## config.mk

```make
export PLATFORM = sky130hd
export DESIGN_NAME = data_freshness_monitor_unit
export DESIGN_NICKNAME = d
export VERILOG_FILES = /design/src/dfm_pkg.sv /design/src/dfm_ram.sv /design/src/dfm_core.sv /design/src/data_freshness_monitor_unit.sv
export SDC_FILE = /design/constraint.sdc
export NUM_CORES = 1
export LEC_CHECK = 0
export BUFFER_PORTS_ARGS = -buffer_cell sky130_fd_sc_hd__buf_2
export CAP_MARGIN = 40
export CORE_ASPECT_RATIO = 1.1
export CORE_UTILIZATION = 45
export CTS_CLUSTER_SIZE = 8
export DETAILED_ROUTE_END_ITERATION = 8
export GPL_TIMING_DRIVEN = 0
export PLACE_DENSITY = 0.66
export REMOVE_ABC_BUFFERS = 1
export SLEW_MARGIN = 25
export SYNTH_ARGS = -nofsm -noshare
export SYNTH_HDL_FRONTEND = slang
export SYNTH_HIERARCHICAL = 1
export SYNTH_SLANG_ARGS = --single-unit
```

## constraint.sdc

```tcl
create_clock -name aclk -period 13.1 [get_ports aclk]
set_input_delay 1.965 -clock aclk [delete_from_list [all_inputs] [get_ports aclk]]
set_output_delay 1.965 -clock aclk [all_outputs]
set_load 0.03 [all_outputs]
```

## src/dfm_pkg.sv

```systemverilog
// ----------------------------------------------------------------------------
// dfm_pkg - shared definitions for the data freshness monitor
// Widths, channel map, freshness codes and the types that pass between blocks.
// ----------------------------------------------------------------------------
`default_nettype none

package dfm_pkg;

    localparam int CHANNELS  = 10;
    localparam int TIME_BITS = 48;

    localparam int WORD_W    = 32;
    localparam int SRC_W     = 8;
    localparam int TS_W      = 48;
    localparam int ELAPSED_W = 16;
    localparam int LIMIT_W   = 32;
    localparam int GROUP_W   = 3;
    localparam int CODE_W    = 2;
    localparam int CODES_W   = CODE_W * CHANNELS;
    localparam int CFG_IDX_W = 1;

    localparam int CH_W  = (CHANNELS > 1) ? $clog2(CHANNELS) : 1;
    localparam int CNT_W = $clog2(CHANNELS + 1);

    localparam logic OP_TICK    = 1'b0;
    localparam logic OP_PUBLISH = 1'b1;

    localparam logic [CFG_IDX_W-1:0] CFG_STALE   = 1'b0;
    localparam logic [CFG_IDX_W-1:0] CFG_INVALID = 1'b1;

    localparam logic [LIMIT_W-1:0] STALE_RESET   = LIMIT_W'(5000);
    localparam logic [LIMIT_W-1:0] INVALID_RESET = LIMIT_W'(30000);

    localparam logic [CODE_W-1:0] CODE_FRESH   = 2'd0;
    localparam logic [CODE_W-1:0] CODE_STALE   = 2'd1;
    localparam logic [CODE_W-1:0] CODE_INVALID = 2'd2;
    localparam logic [CODE_W-1:0] CODE_UNUSED  = 2'd3;

    localparam logic [GROUP_W-1:0] GRP_POSITION  = 3'd0;
    localparam logic [GROUP_W-1:0] GRP_COURSE    = 3'd1;
    localparam logic [GROUP_W-1:0] GRP_HEADING   = 3'd2;
    localparam logic [GROUP_W-1:0] GRP_DEPTH     = 3'd3;
    localparam logic [GROUP_W-1:0] GRP_WIND      = 3'd4;
    localparam logic [GROUP_W-1:0] GRP_VARIATION = 3'd5;

    typedef struct packed {
        logic                 op;
        logic [GROUP_W-1:0]   group;
        logic [WORD_W-1:0]    value_a;
        logic [WORD_W-1:0]    value_b;
        logic                 has_second;
        logic [SRC_W-1:0]     source_id;
        logic                 has_timestamp;
        logic [TS_W-1:0]      timestamp_ms;
        logic [ELAPSED_W-1:0] elapsed_ms;
    } item_t;

    typedef struct packed {
        logic                 en;
        logic [CFG_IDX_W-1:0] idx;
        logic [LIMIT_W-1:0]   data;
    } cfg_wr_t;

    typedef struct packed {
        logic               valid;
        logic               changed;
        logic [CODES_W-1:0] codes;
    } res_t;

    typedef struct packed {
        logic            ok;
        logic [CH_W-1:0] first;
        logic            two;
        logic [CH_W-1:0] second;
    } grp_map_t;

    function automatic grp_map_t grp_map(input logic [GROUP_W-1:0] g);
        grp_map_t m;
        m = '{ok: 1'b1, first: '0, two: 1'b0, second: '0};
        case (g)
            GRP_POSITION: begin
                m.first = CH_W'(0); m.two = 1'b1; m.second = CH_W'(1);
            end
            GRP_COURSE: begin
                m.first = CH_W'(2); m.two = 1'b1; m.second = CH_W'(3);
            end
            GRP_HEADING: begin
                m.first = CH_W'(4); m.two = 1'b1; m.second = CH_W'(5);
            end
            GRP_DEPTH: begin
                m.first = CH_W'(7);
            end
            GRP_WIND: begin
                m.first = CH_W'(8); m.two = 1'b1; m.second = CH_W'(9);
            end
            GRP_VARIATION: begin
                m.first = CH_W'(6);
            end
            default: begin
                m.ok = 1'b0;
            end
        endcase
        return m;
    endfunction

    // true when no channel carries the unused code
    function automatic logic codes_ok(input logic [CODES_W-1:0] c);
        logic ok;
        ok = 1'b1;
        for (int i = 0; i < CHANNELS; i++) begin
            if (c[CODE_W*i +: CODE_W] == CODE_UNUSED) begin
                ok = 1'b0;
            end
        end
        return ok;
    endfunction

endpackage

`default_nettype wire

```

## src/dfm_ram.sv

```systemverilog
// ----------------------------------------------------------------------------
// dfm_ram - generic single-write, single-read RAM
// One write port, one read port, read data registered.
// ----------------------------------------------------------------------------
`default_nettype none

module dfm_ram #(
    parameter int  WIDTH = 8,
    parameter int  DEPTH = 16,
    localparam int AW    = (DEPTH > 1) ? $clog2(DEPTH) : 1
) (
    input  wire logic             aclk,
    input  wire logic             wr_en,
    input  wire logic [AW-1:0]    wr_addr,
    input  wire logic [WIDTH-1:0] wr_data,
    input  wire logic             rd_en,
    input  wire logic [AW-1:0]    rd_addr,
    output logic      [WIDTH-1:0] rd_data
);

    logic [WIDTH-1:0] mem [DEPTH];

    always_ff @(posedge aclk) begin
        if (wr_en) begin
            mem[wr_addr] <= wr_data;
        end
        if (rd_en) begin
            rd_data <= mem[rd_addr];
        end
    end

endmodule

`default_nettype wire

```

## src/dfm_core.sv

```systemverilog
// ----------------------------------------------------------------------------
// dfm_core - channel store and aging sequencer
// Publishes write channel entries to the memories; ticks sweep the stamp
// memory one channel per cycle and reclassify each channel.
// ----------------------------------------------------------------------------
`default_nettype none

module dfm_core (
    input  wire logic            aclk,
    input  wire logic            aresetn,
    input  wire dfm_pkg::cfg_wr_t cfg,
    input  wire logic            in_valid,
    input  wire dfm_pkg::item_t  in_item,
    output logic                 in_ready,
    output dfm_pkg::res_t        res,
    input  wire logic            res_ready
);
    import dfm_pkg::*;

    typedef enum logic [2:0] {
        ST_IDLE,
        ST_PUB_A,
        ST_PUB_B,
        ST_TICK,
        ST_OUT
    } state_t;

    state_t state_reg;

    logic [LIMIT_W-1:0]   stale_reg;
    logic [LIMIT_W-1:0]   invalid_reg;
    logic [TIME_BITS-1:0] clock_reg;
    logic                 set_reg   [CHANNELS];
    logic [CODE_W-1:0]    fresh_reg [CHANNELS];
    logic                 changed_reg;
    logic [CNT_W-1:0]     rd_cnt_reg;
    logic                 cmp_vld_reg;
    logic [CH_W-1:0]      cmp_ch_reg;

    // latched item payload
    grp_map_t             map_reg;
    logic                 two_reg;
    logic [WORD_W-1:0]    value_a_reg;
    logic [WORD_W-1:0]    value_b_reg;
    logic [SRC_W-1:0]     source_reg;
    logic [TIME_BITS-1:0] stamp_reg;

    grp_map_t             map_in;
    logic                 wr_en;
    logic [CH_W-1:0]      wr_ch;
    logic [WORD_W-1:0]    wr_word;
    logic                 rd_en;
    logic [TIME_BITS-1:0] rd_stamp;
    logic [CODE_W-1:0]    code_new;
    logic [TIME_BITS-1:0] age;
    logic [CODES_W-1:0]   codes;

    assign map_in   = grp_map(in_item.group);
    assign in_ready = (state_reg == ST_IDLE);

    assign wr_en   = (state_reg == ST_PUB_A) || (state_reg == ST_PUB_B);
    assign wr_ch   = (state_reg == ST_PUB_A) ? map_reg.first : map_reg.second;
    assign wr_word = (state_reg == ST_PUB_A) ? value_a_reg : value_b_reg;

    assign rd_en = (state_reg == ST_TICK) && (rd_cnt_reg < CNT_W'(CHANNELS));

    dfm_ram #(
        .WIDTH (TIME_BITS),
        .DEPTH (CHANNELS)
    ) u_stamp_ram (
        .aclk    (aclk),
        .wr_en   (wr_en),
        .wr_addr (wr_ch),
        .wr_data (stamp_reg),
        .rd_en   (rd_en),
        .rd_addr (rd_cnt_reg[CH_W-1:0]),
        .rd_data (rd_stamp)
    );

    // value word and source are kept but never read back
    dfm_ram #(
        .WIDTH (SRC_W + WORD_W),
        .DEPTH (CHANNELS)
    ) u_word_ram (
        .aclk    (aclk),
        .wr_en   (wr_en),
        .wr_addr (wr_ch),
        .wr_data ({source_reg, wr_word}),
        .rd_en   (1'b0),
        .rd_addr ('0),
        .rd_data ()
    );

    // stamp ahead of the clock counts as fresh
    assign age = clock_reg - rd_stamp;
    always_comb begin
        if (!set_reg[cmp_ch_reg]) begin
            code_new = CODE_INVALID;
        end else if (rd_stamp > clock_reg) begin
            code_new = CODE_FRESH;
        end else if (age < TIME_BITS'(stale_reg)) begin
            code_new = CODE_FRESH;
        end else if (age < TIME_BITS'(invalid_reg)) begin
            code_new = CODE_STALE;
        end else begin
            code_new = CODE_INVALID;
        end
    end

    always_comb begin
        for (int i = 0; i < CHANNELS; i++) begin
            codes[CODE_W*i +: CODE_W] = fresh_reg[i];
        end
    end

    assign res.valid   = (state_reg == ST_OUT);
    assign res.changed = changed_reg;
    assign res.codes   = codes;

    always_ff @(posedge aclk) begin
        if (in_valid && in_ready) begin
            map_reg     <= map_in;
            two_reg     <= map_in.two &&
                           ((in_item.group != GRP_HEADING) || in_item.has_second);
            value_a_reg <= in_item.value_a;
            value_b_reg <= in_item.value_b;
            source_reg  <= in_item.source_id;
            stamp_reg   <= in_item.has_timestamp ? TIME_BITS'(in_item.timestamp_ms)
                                                 : clock_reg;
        end
    end

    always_ff @(posedge aclk) begin
        if (!aresetn) begin
            state_reg   <= ST_IDLE;
            stale_reg   <= STALE_RESET;
            invalid_reg <= INVALID_RESET;
            clock_reg   <= '0;
            changed_reg <= 1'b0;
            rd_cnt_reg  <= '0;
            cmp_vld_reg <= 1'b0;
            cmp_ch_reg  <= '0;
            for (int i = 0; i < CHANNELS; i++) begin
                set_reg[i]   <= 1'b0;
                fresh_reg[i] <= CODE_INVALID;
            end
        end else begin
            if (cfg.en) begin
                case (cfg.idx)
                    CFG_STALE:   stale_reg   <= cfg.data;
                    CFG_INVALID: invalid_reg <= cfg.data;
                    default: ;
                endcase
            end

            case (state_reg)
                ST_IDLE: begin
                    if (in_valid) begin
                        if (in_item.op == OP_TICK) begin
                            clock_reg   <= clock_reg + TIME_BITS'(in_item.elapsed_ms);
                            rd_cnt_reg  <= '0;
                            cmp_vld_reg <= 1'b0;
                            changed_reg <= 1'b0;
                            state_reg   <= ST_TICK;
                        end else if (map_in.ok) begin
                            changed_reg <= 1'b1;
                            state_reg   <= ST_PUB_A;
                        end else begin
                            changed_reg <= 1'b0;
                            state_reg   <= ST_OUT;
                        end
                    end
                end
                ST_PUB_A, ST_PUB_B: begin
                    set_reg[wr_ch]   <= 1'b1;
                    fresh_reg[wr_ch] <= CODE_FRESH;
                    if (state_reg == ST_PUB_A && two_reg) begin
                        state_reg <= ST_PUB_B;
                    end else begin
                        state_reg <= ST_OUT;
                    end
                end
                ST_TICK: begin
                    // read one stamp per cycle, classify it the cycle after
                    cmp_vld_reg <= rd_en;
                    if (rd_en) begin
                        rd_cnt_reg <= rd_cnt_reg + CNT_W'(1);
                        cmp_ch_reg <= rd_cnt_reg[CH_W-1:0];
                    end
                    if (cmp_vld_reg) begin
                        fresh_reg[cmp_ch_reg] <= code_new;
                        if (code_new != fresh_reg[cmp_ch_reg]) begin
                            changed_reg <= 1'b1;
                        end
                        if (cmp_ch_reg == CH_W'(CHANNELS - 1)) begin
                            state_reg <= ST_OUT;
                        end
                    end
                end
                ST_OUT: begin
                    if (res_ready) begin
                        state_reg <= ST_IDLE;
                    end
                end
                default: begin
                    state_reg <= ST_IDLE;
                end
            endcase
        end
    end

endmodule

`default_nettype wire

```

## src/data_freshness_monitor_unit.sv

```systemverilog
// ----------------------------------------------------------------------------
// data_freshness_monitor_unit - freshness tracking for timestamped channels
// Publishes stamp sensor channels; ticks advance the clock and age them.
//
//  port group    dir   payload
//  s_*           in    item: tuser operation, tdata group .. elapsed_ms
//  m_*           out   result: tdata changed, freshness_codes
//  cfg_wr_*      in    limit registers, no read-back
//
// Tick: advances the clock, then sweeps the stamp memory at one read per
// cycle and classifies each channel. Publish: one or two channel writes;
// a group outside 0..5 writes nothing. The result sits in an output
// register, so the next beat is taken while it waits on m_tready.
// aresetn is synchronous; channel value/stamp memories need no clearing.
// ----------------------------------------------------------------------------
`default_nettype none

module data_freshness_monitor_unit (
    input  wire logic                          aclk,
    input  wire logic                          aresetn,
    input  wire logic                          cfg_wr_en,
    input  wire logic [dfm_pkg::CFG_IDX_W-1:0] cfg_wr_index,
    input  wire logic [dfm_pkg::LIMIT_W-1:0]   cfg_wr_data,
    input  wire logic                          s_tvalid,
    output logic                               s_tready,
    // group, value_a, value_b, has_second, source_id, has_timestamp,
    // timestamp_ms, elapsed_ms, zero pad
    input  wire logic [143:0]                  s_tdata,
    // operation
    input  wire logic                          s_tuser,
    output logic                               m_tvalid,
    input  wire logic                          m_tready,
    // changed, freshness_codes, zero pad
    output logic [23:0]                        m_tdata
);
    import dfm_pkg::*;

    localparam int OUT_W = 1 + CODES_W;

    item_t   item;
    cfg_wr_t cfg;
    res_t    res;
    logic    res_ready;
    logic    m_valid_reg;
    logic [OUT_W-1:0] m_data_reg;

    assign item.op            = s_tuser;
    assign item.group         = s_tdata[2:0];
    assign item.value_a       = s_tdata[34:3];
    assign item.value_b       = s_tdata[66:35];
    assign item.has_second    = s_tdata[67];
    assign item.source_id     = s_tdata[75:68];
    assign item.has_timestamp = s_tdata[76];
    assign item.timestamp_ms  = s_tdata[124:77];
    assign item.elapsed_ms    = s_tdata[140:125];

    assign cfg.en   = cfg_wr_en;
    assign cfg.idx  = cfg_wr_index;
    assign cfg.data = cfg_wr_data;

    assign res_ready = !m_valid_reg || m_tready;

    dfm_core u_core (
        .aclk      (aclk),
        .aresetn   (aresetn),
        .cfg       (cfg),
        .in_valid  (s_tvalid),
        .in_item   (item),
        .in_ready  (s_tready),
        .res       (res),
        .res_ready (res_ready)
    );

    always_ff @(posedge aclk) begin
        if (!aresetn) begin
            m_valid_reg <= 1'b0;
        end else if (res_ready) begin
            m_valid_reg <= res.valid;
        end
    end

    always_ff @(posedge aclk) begin
        if (res_ready && res.valid) begin
            m_data_reg <= {res.codes, res.changed};
        end
    end

    assign m_tvalid = m_valid_reg;
    assign m_tdata  = 24'(m_data_reg);

    // one item at a time: an accepted beat closes the input until the core hands on its result
    a_single_item: assert property (@(posedge aclk) disable iff (!aresetn)
        (s_tvalid && s_tready) |=> !s_tready)
        else $error("input accepted while an item is in flight");

    // only the three defined codes reach the output
    a_codes_defined: assert property (@(posedge aclk) disable iff (!aresetn)
        m_tvalid |-> codes_ok(m_tdata[CODES_W:1]))
        else $error("undefined freshness code on output");

    // a pending result is never dropped by a new one
    a_no_overwrite: assert property (@(posedge aclk) disable iff (!aresetn)
        (m_tvalid && !m_tready) |=> (m_tvalid && $stable(m_tdata)))
        else $error("stalled result lost or changed");

    a_reset_empty: assert property (@(posedge aclk)
        !aresetn |=> !m_tvalid)
        else $error("result valid after reset");

endmodule

`default_nettype wire
```

==> results of run 1 <==
metrics by stage:
stage | area, um^2 | std cells
after CTS | 42100 | 4113
after global routing | 42100 | 4114
after global placement | 37400 | 3835
final | 42100 | 4117
after floorplan | 35400 | 2660
after detailed placement | 38900 | 3908
area by class of cell:
type                    instances  area (um^2)
diodes                          4         10.0
clock buffers                 197         3060
clock inverters                 8          143
fillers                      6579        37100
inverters                     147          557
multi-input cells            1729        12900
flip-flops and latches        784        22200
well taps                    1045         1310
repair buffers                203         1990
Yosys cell counts, drive strengths merged (6+ instances only):
library cell  instances  area, um^2
mux2i               104        1040
nor2                 91         342
nand3                19        95.1
o21a                 13        97.6
a21boi               82         619
mux4                 15         338
o2111ai               6        52.6
o31ai                56         434
mux2                186        2090
or2                  10        62.6
a211o                 6        53.8
o22ai                51         319
ha                  127        1590
and2                 47         299
o21bai               14         105
inv                 147         552
a211oi                8        75.1
nand4                25         156
o21ai                92         464
o211ai               21         158
nor3b                13        97.6
nor2b                14        87.6
a22o                 49         429
xor2                 39         342
nand2b               15         101
a21o                 32         240
clkbuf               77         289
dfxtp               139        2780
xnor2                33         289
a31oi                18         113
nor3                 33         170
a21oi                93         499
or3                  15        93.8
nor4                 11        75.1
buf                  50         397
and3                 13        86.3
nand2               324        1220
edfxtp              645       19400
power by group through the flow:
stage,clock (mW),combinational [mW],sequential (mW)
2_1_floorplan,0,1.16,3.46
3_3_place_gp,0,1.61,3.57
3_5_place_dp,0,1.67,3.40
4_1_cts,2.65,1.68,3.36
5_1_grt,2.75,1.80,3.39
6_report,2.60,1.68,3.35
worst max path at each step:
stage                     slack [ns]            startpoint  cells past startpoint                        endpoint
after CTS                       6.94   u_core/clock_reg[0]                     26          u_core/fresh_reg[9][1]
after floorplan                 5.16  u_core/rd_cnt_reg[0]                      3  u_core/u_stamp_ram/rd_data[12]
after detailed placement        6.99   u_core/clock_reg[0]                     26         u_core/fresh_reg[10][1]
after global routing            6.35   u_core/clock_reg[0]                     26          u_core/fresh_reg[9][1]
after global placement          1.89  u_core/rd_cnt_reg[0]                      3   u_core/u_stamp_ram/rd_data[6]
final                           6.81   u_core/clock_reg[0]                     26          u_core/fresh_reg[9][1]
routing by layer:
metal | up-vias | GRT usage, % | routed length (um)
met4 | 4 | 7.56 | 2480
met3 | 146 | 2.92 | 5820
met5 | - | 0 | 24
met1 | 11700 | 30.2 | 39300
li1 | 10800 | - | -
met2 | 841 | 37.6 | 44700
cell families after synthesis:
group	after synthesis
simple gates	647
flops	784
xor+xnor	72
compound gates	573
mux	305
other cells	1
buf+inv	274
fa+ha+maj	129
worst reg2reg max path, cell delays in order (launching register included):
cell,delay (ns)
dfxtp_1,0.32
inv_1,0.13
ha_1,0.21
inv_1,0.06
fa_1,0.40
a21o_1,0.19
a22o_1,0.23
nor2_1,0.19
o21ai_0,0.15
a21o_1,0.21
a21o_1,0.20
nand2_1,0.06
o211ai_1,0.14
a31oi_1,0.25
xnor2_1,0.22
ha_1,0.31
nor2b_1,0.13
o21ai_0,0.16
nand2b_1,0.07
a21oi_1,0.15
o21ai_0,0.11
a221oi_1,0.30
o31ai_1,0.13
nor4_1,0.66
o21ai_0,0.24
a21oi_2,0.51
nor2_1,0.23
==> summary.txt, run 1 <==
CTS tree -> done
ANT nets after route -> 0
Initial antenna violation count -> 6
GR Util All Layers -> 22.5%
GR Overflow Total -> 0
Area share of fa/ha/maj cells after synthesis -> 4.51%
Static leakage -> 15.0 nW
Commonest non-fill, non-tap cell in the layout -> edfxtp_1
Hold WC Path Type -> flip-flop to flip-flop
Setup WS post-layout -> 6.81 ns
RSZ-0062 raised after global routing -> no
Critical path required time -> 13.45 ns
Total Power -> 7.64 mW
Final Hold Fails -> 0
Yosys reg bits -> 784
Simple-gate share of the synthesized area -> 8.40%
Dpl ws -> 6.99 ns
Core Util, Final -> 53.2%
Synthesized area -> 36100 um^2
Worst Hold Depth -> 0
YS warnings -> 6
Power per cell area -> 181 nW/um^2
Number of global-route vias before repair -> 23400
Site Rows -> 108
Final WL -> 92300 um
Post-CTS sizing -> 0
CORE AREA -> 79200 um^2
Final hold slack -> 0.448 ns
Skew-Pair Late Insertion Delay -> 0.67 ns
Detailed placer's ending HPWL -> 64100 um
Critical path's most frequent cell -> o21ai_0
CTS sink cnt -> 784
Htree depth -> 3
Hold_buf cts -> 0
Worst-path clk slew -> 0.05 ns
Max-slew violations -> 0
Status -> completed
Slack of the worst reg-to-reg path -> 6.81 ns
Tmin final -> 6.29 ns
Compound-Gate Fraction of Synth Area -> 11.0%
Post-CTS Setup Inserts -> 0
Switching power -> 2.18 mW
Setup Crit Path Kind -> flip-flop to flip-flop
Die width -> 272 um
RR Endpoint -> u_core/fresh_reg[9][1]
Crit path buffers/inverters -> 2
Pint -> 5.46 mW
Clk_skew -> 0.0256 ns
Die height -> 299 um
Iteration-0 DRC Markers -> 1899
Post-synthesis mux area share -> 9.61%
Total negative slack -> 0 ns
CP startpoint kind -> flip-flop
Comb power frac -> 22.0%
GPL Wtd Cong -> 0.914
Total CTS buffers -> 108
Reg-to-reg critical path startpoint -> u_core/clock_reg[0]
Max VDD drop -> 99.8 uV
First-pass GRT wire length -> 139000 um
Via/cell ratio -> 5.70
Synth Area in XOR/XNOR -> 1.75%
Via count -> 23500
Worst path max stage delay -> 0.66 ns
Initial Utilization -> 45.6%
Worst Path Arrival -> 6.63 ns
I/O Buffers -> 130
Worst rel slew slack -> 43.9%
Most used DFF post-synth -> edfxtp_1
Register name with the most flops -> u_core/u_stamp_ram/mem
Clk network pwr share -> 34.1%
Area Overhead vs Synth -> 16.5%
Sw frac -> 28.6%
Detailed-router iteration count before antenna repair -> 5
Avg WL per Cell -> 22.4 um
Max clock buf depth -> 3
Syn_area_per_cell -> 13.0 um^2
Main combinational cell family by area after synthesis -> compound AO/OA/AOI/OAI gates
Slowest stage cell, crit path -> nor4_1
Nets -> 3285
Tightest Pin Transition -> 0.838 ns
Crit Path Max Fanout -> 10
Ports -> 209
Count of different cell masters after synthesis -> 85
Maximum capacitance violations -> 0
Seq/Total Area, Yosys -> 61.3%
Hold path start -> u_core/fresh_reg[3][1]
CP top delay family -> compound AO/OA/AOI/OAI gates
Largest net degree at the start of global routing -> 99
Register share of total power -> 43.9%
Max Clk Rate -> 159 MHz
Cell count after synthesis -> 2785
DRC violation count after routing -> 0
Part of the cycle the worst path needs -> 48.0%
CTS root buf -> clkbuf_16
Max reg flops -> 480
Worst Hold Endpoint -> m_data_reg[8]
Asr flop ratio synth -> 0%
Crit path capture type -> flip-flop
Die ar. -> 81400 um^2
Most frequent cells in the layout -> edfxtp_1, nand2_1, mux2_2, inv_1, dfxtp_1
Layout cells sized above 1 -> 19.0%
Post-synth EDFFs -> 645
Final setup fails -> 0
Reg2reg path depth -> 26
Power figures use the tool's default switching activity.
==> inputs of run 2 (changes only) <==
--- a/config.mk
+++ b/config.mk
@@ -5,6 +5,7 @@
 export SDC_FILE = /design/constraint.sdc
 export NUM_CORES = 1
 export LEC_CHECK = 0
+export ABC_AREA = 1
 export BUFFER_PORTS_ARGS = -buffer_cell sky130_fd_sc_hd__buf_2
 export CAP_MARGIN = 40
 export CORE_ASPECT_RATIO = 1.1
==> constraint.sdc (replaced) <==
create_clock -name aclk -period 6.2 [get_ports aclk]
set_input_delay 0.93 -clock aclk [delete_from_list [all_inputs] [get_ports aclk]]
set_output_delay 0.93 -clock aclk [all_outputs]
set_load 0.03 [all_outputs]
==> run 2 against run 1 <==
Net effect:
- synthesized cell count increased by 54%
- worst setup slack lost 5.1 ns
- power is 130% higher
- clock skew is 0.0025 ns higher
- critical path type unchanged
==> summary.txt, run 2 <==
Status -> completed
Setup Crit Path Kind -> flip-flop to flip-flop
Tightest Pin Transition -> 0.824 ns
Part of the cycle the worst path needs -> 72.0%
Final Hold Fails -> 0
Reg2reg path depth -> 20
YS warnings -> 6
Initial antenna violation count -> 4
Htree depth -> 3
Post-CTS Setup Inserts -> 0
Yosys reg bits -> 784
Max Clk Rate -> 224 MHz
Site Rows -> 112
Hold_buf cts -> 0
Crit Path Max Fanout -> 10
Final WL -> 101000 um
Max VDD drop -> 238 uV
Via count -> 28900
Die width -> 283 um
DRC violation count after routing -> 0
Count of different cell masters after synthesis -> 53
ANT nets after route -> 0
Clk_skew -> 0.0281 ns
Total CTS buffers -> 108
Total negative slack -> 0 ns
RR Endpoint -> u_core/fresh_reg[11][1]
Setup WS post-layout -> 1.74 ns
CTS sink cnt -> 784
Post-synth EDFFs -> 645
Skew-Pair Late Insertion Delay -> 0.68 ns
Worst-path clk slew -> 0.05 ns
Via/cell ratio -> 5.09
Post-Place Cell Area -> 41600 um^2
Critical path required time -> 6.54 ns
Final non-filler cell area -> 44700 um^2
Max-slew violations -> 0
Reg-to-reg critical path startpoint -> u_core/clock_reg[19]
Maximum capacitance violations -> 0
Syn_area_per_cell -> 9.08 um^2
Max reg flops -> 480
RSZ-0062 raised after global routing -> no
Area contributors post-synth -> edfxtp_1, nand2_1, inv_1
Detailed placer's ending HPWL -> 71100 um
Commonest non-fill, non-tap cell in the layout -> nand2_1
Area Overhead vs Synth -> 14.4%
Largest net degree at the start of global routing -> 132
Die ar. -> 87900 um^2
Post-synth top cells -> nand2_1, inv_1, edfxtp_1, nand3_1, nor2_1
Detailed-router iteration count before antenna repair -> 5
Die height -> 311 um
Register name with the most flops -> u_core/u_stamp_ram/mem
Number of global-route vias before repair -> 27700
Post-CTS sizing -> 0
Synthesized area -> 39000 um^2
Cell count after synthesis -> 4298
Post-synth top area share -> 49.6%
CP startpoint kind -> flip-flop
Layout fillers -> 7615
Most used DFF post-synth -> edfxtp_1
Hold WC Path Type -> flip-flop to flip-flop
First-pass GRT wire length -> 155000 um
Initial Utilization -> 45.7%
GR Util All Layers -> 23.2%
Critical Path End -> u_core/fresh_reg[11][1]
Slack of the worst reg-to-reg path -> 1.74 ns
Dpl ws -> 1.73 ns
Crit path from -> u_core/clock_reg[19]
Iteration-0 DRC Markers -> 2070
Avg WL per Cell -> 17.9 um
CTS tree -> done
Crit path capture type -> flip-flop
Worst Path Arrival -> 4.80 ns
Post-synth top area cell -> edfxtp_1
Max clock buf depth -> 3
Final setup fails -> 0
GPL Wtd Cong -> 0.981
Nets -> 4758
Layout cells sized above 1 -> 10.9%
Most frequent cells in the layout -> nand2_1, inv_1, edfxtp_1, nand3_1, nor2_1
Power per cell area -> 393 nW/um^2
Worst rel slew slack -> 44.6%
I/O Buffers -> 130
Inserted Diodes -> 0
Static leakage -> 19.1 nW
GR Overflow Total -> 0
CORE AREA -> 85300 um^2
CTS root buf -> clkbuf_16
Seq/Total Area, Yosys -> 56.7%
Ports -> 209
Most numerous cell in the Yosys netlist -> nand2_1
Asr flop ratio synth -> 0%
Tmin final -> 4.46 ns
[run 2: changes by cell type after synthesis, moves of 50 or more]
cell	previous run	this run
o22ai_1	51	1
nor2_1	91	291
o31ai_1	55	0
mux2i_1	104	7
a21oi_1	84	190
a21boi_0	80	0
o21ai_0	77	221
mux2_2	186	8
inv_1	147	754
nand2_1	324	1023
nand2_2	0	97
nand3_1	19	368
[run 2: worst max-delay path, stage by stage, from the launching register on]
cell and delay (ns):
dfxtp_1 0.55, ha_1 0.37, nand2_1 0.14, inv_1 0.05, a21oi_1 0.22, nand2_1 0.14
nand2_1 0.08, nand2_1 0.08, a31oi_1 0.20, xnor2_1 0.23, ha_1 0.32, a21oi_1 0.16
nor2_1 0.07, a211oi_1 0.26, o211ai_1 0.14, a21oi_1 0.24, nand3_2 0.13, nand2_2 0.10
nand2_2 0.07, nand3_1 0.32, nand2_1 0.28
[run 2: cell families after synthesis]
kind of cell	synth area share, %
other	0.00961
AND/OR/NAND/NOR	21.0
buffers and inverters	9.93
XOR/XNOR	1.19
multiplexers	0.410
flip-flops	56.7
adder cells (fa/ha/maj)	4.17
AO/OA/AOI/OAI	6.58
[run 2: layout make-up]
type	count	area (um^2)	share of cell area, %
repair buffers	182	1900	4.24
well taps	1140	1430	3.19
flip-flops and latches	784	22200	49.6
clock buffers	192	3020	6.76
clock inverters	6	67.6	0.151
multi-input cells	2584	13100	29.4
inverters	786	2980	6.68
[run 2: worst min path at each step]
| stage | endpoint | slack (ns) | start | cells past startpoint |
|---|---|---|---|---|
| 3_5_place_dp | m_data_reg[5] | 0.43 | u_core/fresh_reg[2][0] | 0 |
| 4_1_cts | m_data_reg[20] | 0.44 | u_core/fresh_reg[9][1] | 0 |
| 6_report | m_data_reg[20] | 0.44 | u_core/fresh_reg[9][1] | 0 |
| 3_3_place_gp | m_data_reg[20] | 0.43 | u_core/fresh_reg[9][1] | 0 |
| 2_1_floorplan | m_data_reg[0] | 0.41 | u_core/changed_reg | 0 |
| 5_1_grt | m_data_reg[11] | 0.45 | u_core/fresh_reg[5][0] | 0 |
[run 2: through the flow]
stage | hold slack, ns | util, % | instances | power, mW
global route | 0.451 | 52.3 | 5674 | 18.5
detailed placement | 0.434 | 48.7 | 5475 | 12.2
finish | 0.443 | 52.3 | 5674 | 17.6
floorplan | 0.409 | - | 4154 | 10.3
global placement | 0.429 | 47.1 | 5424 | 12.0
CTS | 0.443 | 52.3 | 5673 | 17.7
[run 2: per-layer routing]
layer	up-vias	wire length (um)	share of wire, %	GRT usage [%]
li1	14300	-	-	-
met1	13500	42900	42	29.7
met2	872	49400	49	39.4
met3	205	5440	5.4	3.00
met4	2	3770	3.7	9.40
met5	-	13	0.013	0
[run 2: power by group]
part	total (mW)	internal, mW	leakage [nW]	switching (mW)
Sequential	7.34	6.84	6.98	0.498
Clock	5.38	3.25	1.46	2.14
Combinational	4.84	1.56	10.6	3.28
